==> src/sv/csc_pkg.sv <==
`timescale 1ns / 1ps
// Shared types and constants for the complex sequence convolver.
// Used by csc_ctrl, csc_datapath and complex_sequence_convolver_top; no dependencies.
package csc_pkg;

  localparam int IN_SAMPLE_W = 16;
  localparam int OUT_W       = 38;
  localparam int OUT_IDX_W   = 6;
  localparam int REQ_W       = 2;
  localparam int IN_DATA_W   = 2 * IN_SAMPLE_W;
  localparam int OUT_DATA_W  = 88;

  localparam logic [REQ_W-1:0] REQ_FIRST  = 2'd0;
  localparam logic [REQ_W-1:0] REQ_SECOND = 2'd1;
  localparam logic [REQ_W-1:0] REQ_START  = 2'd2;

  typedef struct packed {
    logic wr_first;
    logic wr_second;
    logic rd_en;
    logic acc_clr;
    logic out_load;
    logic out_empty;
    logic out_last;
  } csc_cmd_t;

  typedef struct packed {
    logic pipe_busy;
    logic out_free;
  } csc_sts_t;

endpackage

==> src/sv/csc_ctrl.sv <==
`timescale 1ns / 1ps
// Controller of the complex sequence convolver: sequence lengths, request decode
// and the walk over output and product indices. Depends on csc_pkg.
module csc_ctrl #(
  parameter int MAX_LEN = 32,
  parameter int ADDR_W  = 5,
  parameter int LEN_W   = 6,
  parameter int K_W     = 6
) (
  input  logic                      clk_i,
  input  logic                      rst_ni,
  input  logic                      s_tvalid_i,
  output logic                      s_tready_o,
  input  logic [csc_pkg::REQ_W-1:0] req_type_i,
  output csc_pkg::csc_cmd_t         cmd_o,
  input  csc_pkg::csc_sts_t         sts_i,
  output logic [ADDR_W-1:0]         wr_addr_o,
  output logic [ADDR_W-1:0]         rd_addr_a_o,
  output logic [ADDR_W-1:0]         rd_addr_b_o,
  output logic [K_W-1:0]            k_o
);
  import csc_pkg::*;

  localparam int CMP_W = LEN_W + 1;

  localparam logic [2:0] ST_IDLE  = 3'd0;
  localparam logic [2:0] ST_SETUP = 3'd1;
  localparam logic [2:0] ST_CALC  = 3'd2;
  localparam logic [2:0] ST_FLUSH = 3'd3;
  localparam logic [2:0] ST_EMPTY = 3'd4;

  logic [2:0] state_q, state_d;
  logic [LEN_W-1:0] len1_q, len1_d, len2_q, len2_d;
  logic [K_W-1:0] k_q, k_d;
  logic [ADDR_W-1:0] i_q, i_d, i_hi_q, i_hi_d;
  logic accept;
  logic [CMP_W-1:0] k_ext, k_last, l1_ext, l2_ext, i_lo_w, i_hi_w, j_w;

  assign accept = s_tvalid_i && (state_q == ST_IDLE);
  assign k_ext  = CMP_W'(k_q);
  assign l1_ext = CMP_W'(len1_q);
  assign l2_ext = CMP_W'(len2_q);
  assign k_last = l1_ext + l2_ext - CMP_W'(2);
  assign i_lo_w = (k_ext + CMP_W'(1) > l2_ext) ? (k_ext + CMP_W'(1) - l2_ext) : '0;
  assign i_hi_w = (k_ext < l1_ext - CMP_W'(1)) ? k_ext : (l1_ext - CMP_W'(1));
  assign j_w    = k_ext - CMP_W'(i_q);

  always_comb begin
    state_d = state_q;
    len1_d  = len1_q;
    len2_d  = len2_q;
    k_d     = k_q;
    i_d     = i_q;
    i_hi_d  = i_hi_q;
    cmd_o   = '0;
    unique case (state_q)
      ST_IDLE: begin
        if (accept) begin
          unique case (req_type_i)
            REQ_FIRST: begin
              if (len1_q < LEN_W'(MAX_LEN)) begin
                cmd_o.wr_first = 1'b1;
                len1_d = len1_q + LEN_W'(1);
              end
            end
            REQ_SECOND: begin
              if (len2_q < LEN_W'(MAX_LEN)) begin
                cmd_o.wr_second = 1'b1;
                len2_d = len2_q + LEN_W'(1);
              end
            end
            REQ_START: begin
              if (len1_q == '0 || len2_q == '0) begin
                state_d = ST_EMPTY;
              end else begin
                k_d     = '0;
                state_d = ST_SETUP;
              end
            end
            default: begin
            end
          endcase
        end
      end
      ST_SETUP: begin
        cmd_o.acc_clr = 1'b1;
        i_d     = i_lo_w[ADDR_W-1:0];
        i_hi_d  = i_hi_w[ADDR_W-1:0];
        state_d = ST_CALC;
      end
      ST_CALC: begin
        cmd_o.rd_en = 1'b1;
        if (i_q == i_hi_q) begin
          state_d = ST_FLUSH;
        end else begin
          i_d = i_q + ADDR_W'(1);
        end
      end
      ST_FLUSH: begin
        if (!sts_i.pipe_busy && sts_i.out_free) begin
          cmd_o.out_load = 1'b1;
          if (k_ext == k_last) begin
            cmd_o.out_last = 1'b1;
            len1_d  = '0;
            len2_d  = '0;
            state_d = ST_IDLE;
          end else begin
            k_d     = k_q + K_W'(1);
            state_d = ST_SETUP;
          end
        end
      end
      ST_EMPTY: begin
        if (sts_i.out_free) begin
          cmd_o.out_load  = 1'b1;
          cmd_o.out_empty = 1'b1;
          cmd_o.out_last  = 1'b1;
          len1_d  = '0;
          len2_d  = '0;
          state_d = ST_IDLE;
        end
      end
      default: begin
        state_d = ST_IDLE;
      end
    endcase
  end

  always_ff @(posedge clk_i or negedge rst_ni) begin
    if (!rst_ni) begin
      state_q <= ST_IDLE;
      len1_q  <= '0;
      len2_q  <= '0;
      k_q     <= '0;
      i_q     <= '0;
      i_hi_q  <= '0;
    end else begin
      state_q <= state_d;
      len1_q  <= len1_d;
      len2_q  <= len2_d;
      k_q     <= k_d;
      i_q     <= i_d;
      i_hi_q  <= i_hi_d;
    end
  end

  assign s_tready_o  = (state_q == ST_IDLE);
  assign wr_addr_o   = (req_type_i == REQ_FIRST) ? len1_q[ADDR_W-1:0] : len2_q[ADDR_W-1:0];
  assign rd_addr_a_o = i_q;
  assign rd_addr_b_o = j_w[ADDR_W-1:0];
  assign k_o         = k_q;

endmodule

==> config.mk <==
export PLATFORM = sky130hd
export DESIGN_NAME = csc_ctrl
export DESIGN_NICKNAME = d
export VERILOG_FILES = /design/src/sv/csc_pkg.sv /design/src/sv/csc_ctrl.sv
export SDC_FILE = /design/constraint.sdc
export NUM_CORES = 1
export LEC_CHECK = 0
export BUFFER_PORTS_ARGS = -buffer_cell sky130_fd_sc_hd__buf_2
export CORE_UTILIZATION = 60
export CTS_CLUSTER_DIAMETER = 30
export DETAILED_ROUTE_END_ITERATION = 7
export PLACE_DENSITY_LB_ADDON = 0.12
export REMOVE_ABC_BUFFERS = 1
export SETUP_SLACK_MARGIN = 0.3
export SKIP_CTS_REPAIR_TIMING = 1
export SLEW_MARGIN = 20
export SYNTH_ARGS = -nofsm -noshare
export SYNTH_HDL_FRONTEND = slang
export SYNTH_SLANG_ARGS = --single-unit
==> constraint.sdc <==
create_clock -name clk_i -period 6.2 [get_ports clk_i]
set_input_delay 0 -clock clk_i [delete_from_list [all_inputs] [get_ports clk_i]]
set_output_delay 0 -clock clk_i [all_outputs]
set_load 0.005 [all_outputs]
==> results.yml <==
placement:
  dpl_worst_slack_ns: 3.04
  io_buffer_count: 35
  dp.cells: 422
  place_congestion: 0.896
  place_hpwl_mm: 5.60
  placed_cell_area_mm2: 0.00305
finish:
  finish.net_count: 420
  antenna-diode-count: 0
  final_cell_count_no_fill: 430
  layout-drive-gt1-share: 0.146
  postLayoutCellArea_mm2: 0.00315
  area_growth_pct: 10.4
  num-fill-cells: 395
power:
  post-layout-total-power_mw: 1.65
  p_switching_mw: 0.812
  clockPowerShare: 0.100
  p_seq_frac: 0.233
  internal-power_mw: 0.839
  combinationalPowerShare: 0.667
  irDropWorstVdd_mv: 0.296
  p_sw_frac: 0.492
  power.density_cell_area_mw_per_mm2: 524
  power.static_leakage_nw: 1.56
yosys:
  synth_top_cells_by_area: "sky130_fd_sc_hd__dfrtp_1 27%, sky130_fd_sc_hd__ha_1 14%, sky130_fd_sc_hd__xnor2_1 6.4%"
  postSynthRegisterBits: 31
  synthesis.area_per_instance_um2: 8.27
  synthArstFlopShare: 1.00
  synth_cell_area_mm2: 0.00285
  seq_area_frac_synth: 0.272
  post_synth_most_frequent_cells: "39 x sky130_fd_sc_hd__inv_1, 33 x sky130_fd_sc_hd__nand2_1, 32 x sky130_fd_sc_hd__ha_1"
  synth_top_flop_cell: "sky130_fd_sc_hd__dfrtp_1"
  synthMostInstantiatedCell: "sky130_fd_sc_hd__inv_1"
  synth_top_cell_area_share: 0.272
  yosysWarnings: 0
  synth_cell_types: 50
  synth-edff-count: 0
  synth_largest_area_cell: "sky130_fd_sc_hd__dfrtp_1"
  postSynthCellCount: 345
worst_setup_path:
  cp_max_fo: 6
  critPathSlowestCell: "sky130_fd_sc_hd__fa_1"
  crit_path_start_kind: "register"
  crit_required_ns: 6.37
  path_common_cell: "sky130_fd_sc_hd__inv_1"
  worstSetupPathType: "register to register"
  crit_chain: "inv_1 > ha_1 > inv_1 > ha_1 > inv_1 > fa_1 > xor2_1 > nand3_1 > nor4_4 > nand3_2 > o21ai_4 > mux2_4"
  endpoint_kind: "register"
  cpPeakStageDelay_ns: 0.49
  critPathArrivalTime_ns: 3.37
clock_tree:
  cts_tree: "done"
  htree_levels: 2
  clock_latency_ns: 0.30
  register_clock_pin_slew_on_the_reported_worst_setup_and_hold_paths_ns: 0.07
  cts_root_buffer: "sky130_fd_sc_hd__clkbuf_8"
  ctsLongestPathBuffers: 2
  clock_sinks: 31
  tritoncts_buffer_count: 5
floorplan:
  core_area_mm2: 0.00447
  rows: 24
  pin_count: 36
  initial_utilization: 0.638
  floorplan.die.width_um: 71.0
  fp.dieH_um: 71.0
  design.die.area_mm2: 0.00503
global_route:
  pin_count_of_the_biggest_net_entering_global_routing: 32
  antenna_found_initial: 0
  globalRouteTotalUtil: 0.307
  grt.overflow.total: 0
  grt_first_pass_wirelength_mm: 11.9
  grt_pass1_vias: 2582
timing:
  layout_setup_ws_ns: 3.00
  worst_clock_skew_ns: 0.00804
  hold_viol: 0
  final-max-slew-violation-count: 0
  final.setup.tns_ns: 0
  worst_slew_margin_rel: 0.527
  timing.final.crit_share: 0.516
  worst_pin_slew_ns: 0.710
  layout_min_cycle_time_ns: 3.20
  rsz0062_at_grt: "no"
  report.final.setup_viol: 0
  max_freq_mhz: 313
detailed_routing:
  detail_route.iter0.violations: 186
  route.vias.total: 2629
  postRouteWirelength_mm: 7.14
  route.detailed.wl_per_inst_um: 16.6
  first_pass_iters: 7
  postRouteAntennaNets: 0
  detail_route.vias_per_cell: 6.11
  drc: 5
outcome:
  status: "finished, violations left"
  violations: "DRC"
job:
  maxCapViolations: 0
worst_hold_path:
  hold_class: "input port to register"
## layout make-up
cell class                      count  area [µm²]  area share
Multi-Input combinational cell    264        1890       0.599
Sequential cell                    31         776       0.246
Timing Repair Buffer               36         185      0.0588
Inverter                           40         150      0.0477
Clock buffer                        6        82.6      0.0262
Tap cell                           52        65.1      0.0207
Clock inverter                      1        5.00     0.00159
## cell usage in the layout, fill, tap and decap left out, drive strengths merged, types with 6 or more instances in the layout
cell and n:
a31oi 8, nand3 16, nor2 23, ha 32, nand2b 7, mux2i 6
xor2 7, xnor2 21, inv 39, nand2 33, dfrtp 31, clkbuf 6
a21oi 22, buf 35, a21o 8, o21ai 26
## path summary, 6_finish.rpt
path | from | end | slack (ns) | depth (start not counted)
min reg2reg | i_hi_q[0] | i_hi_q[0] | 0.50 | 2
min in group asynchronous | rst_ni | state_q[2] | 0.30 | 2
max in group asynchronous | rst_ni | len1_q[2] | 5.45 | 2
max | len2_q[1] | len1_q[5] | 3.00 | 12
max reg2reg | len2_q[1] | len1_q[5] | 3.00 | 12
min | sts_i[0] | state_q[0] | 0.06 | 4
## routing by layer
metal  global-route usage  up-vias  part of all wire
met5                    0        -                 0
met2                0.509      108              0.47
met1                0.384     1235              0.43
li1                     -     1261                 -
met3               0.0470       25             0.062
met4                0.176        0             0.037
## cell families after synthesis
logic type / count (synthesis) / synth area share
adder cells (fa/ha/maj): 35 / 0.161
buffers and inverters: 50 / 0.0667
AO/OA/AOI/OAI: 87 / 0.194
AND/OR/NAND/NOR: 105 / 0.186
flip-flops: 31 / 0.272
XOR/XNOR: 28 / 0.0860
multiplexers: 9 / 0.0342
## worst max-delay path, delay by kind of cell (launching register included)
kind | cells | cell delay (ns)
xor+xnor | 1 | 0.16
fa+ha+maj | 3 | 0.92
compound gates | 1 | 0.29
flops | 1 | 0.41
mux | 1 | 0.33
buf+inv | 3 | 0.31
simple gates | 3 | 0.65
## through the flow
step	utilization	hold WS, ns
after detailed placement	0.682	0.0896
after global placement	0.682	0.0802
final	0.704	0.0593
after floorplan	-	-0.296
after CTS	0.702	-0.220
after global routing	0.704	0.116
## flip-flops by register name (all words and copies together), names as in the netlist
signal	cells
i_hi_q	5
k_o	6
len1_q	6
len2_q	6
rd_addr_a_o	5
state_q	3
## power by group through the flow
stage          clock, mW  combinational, mW  sequential [mW]
2_1_floorplan          0              0.806            0.355
3_3_place_gp           0               1.05            0.381
3_5_place_dp           0               1.09            0.387
4_1_cts            0.166               1.09            0.384
5_1_grt            0.174               1.23            0.395
6_report           0.165               1.10            0.385
Power figures use the tool's default switching activity.
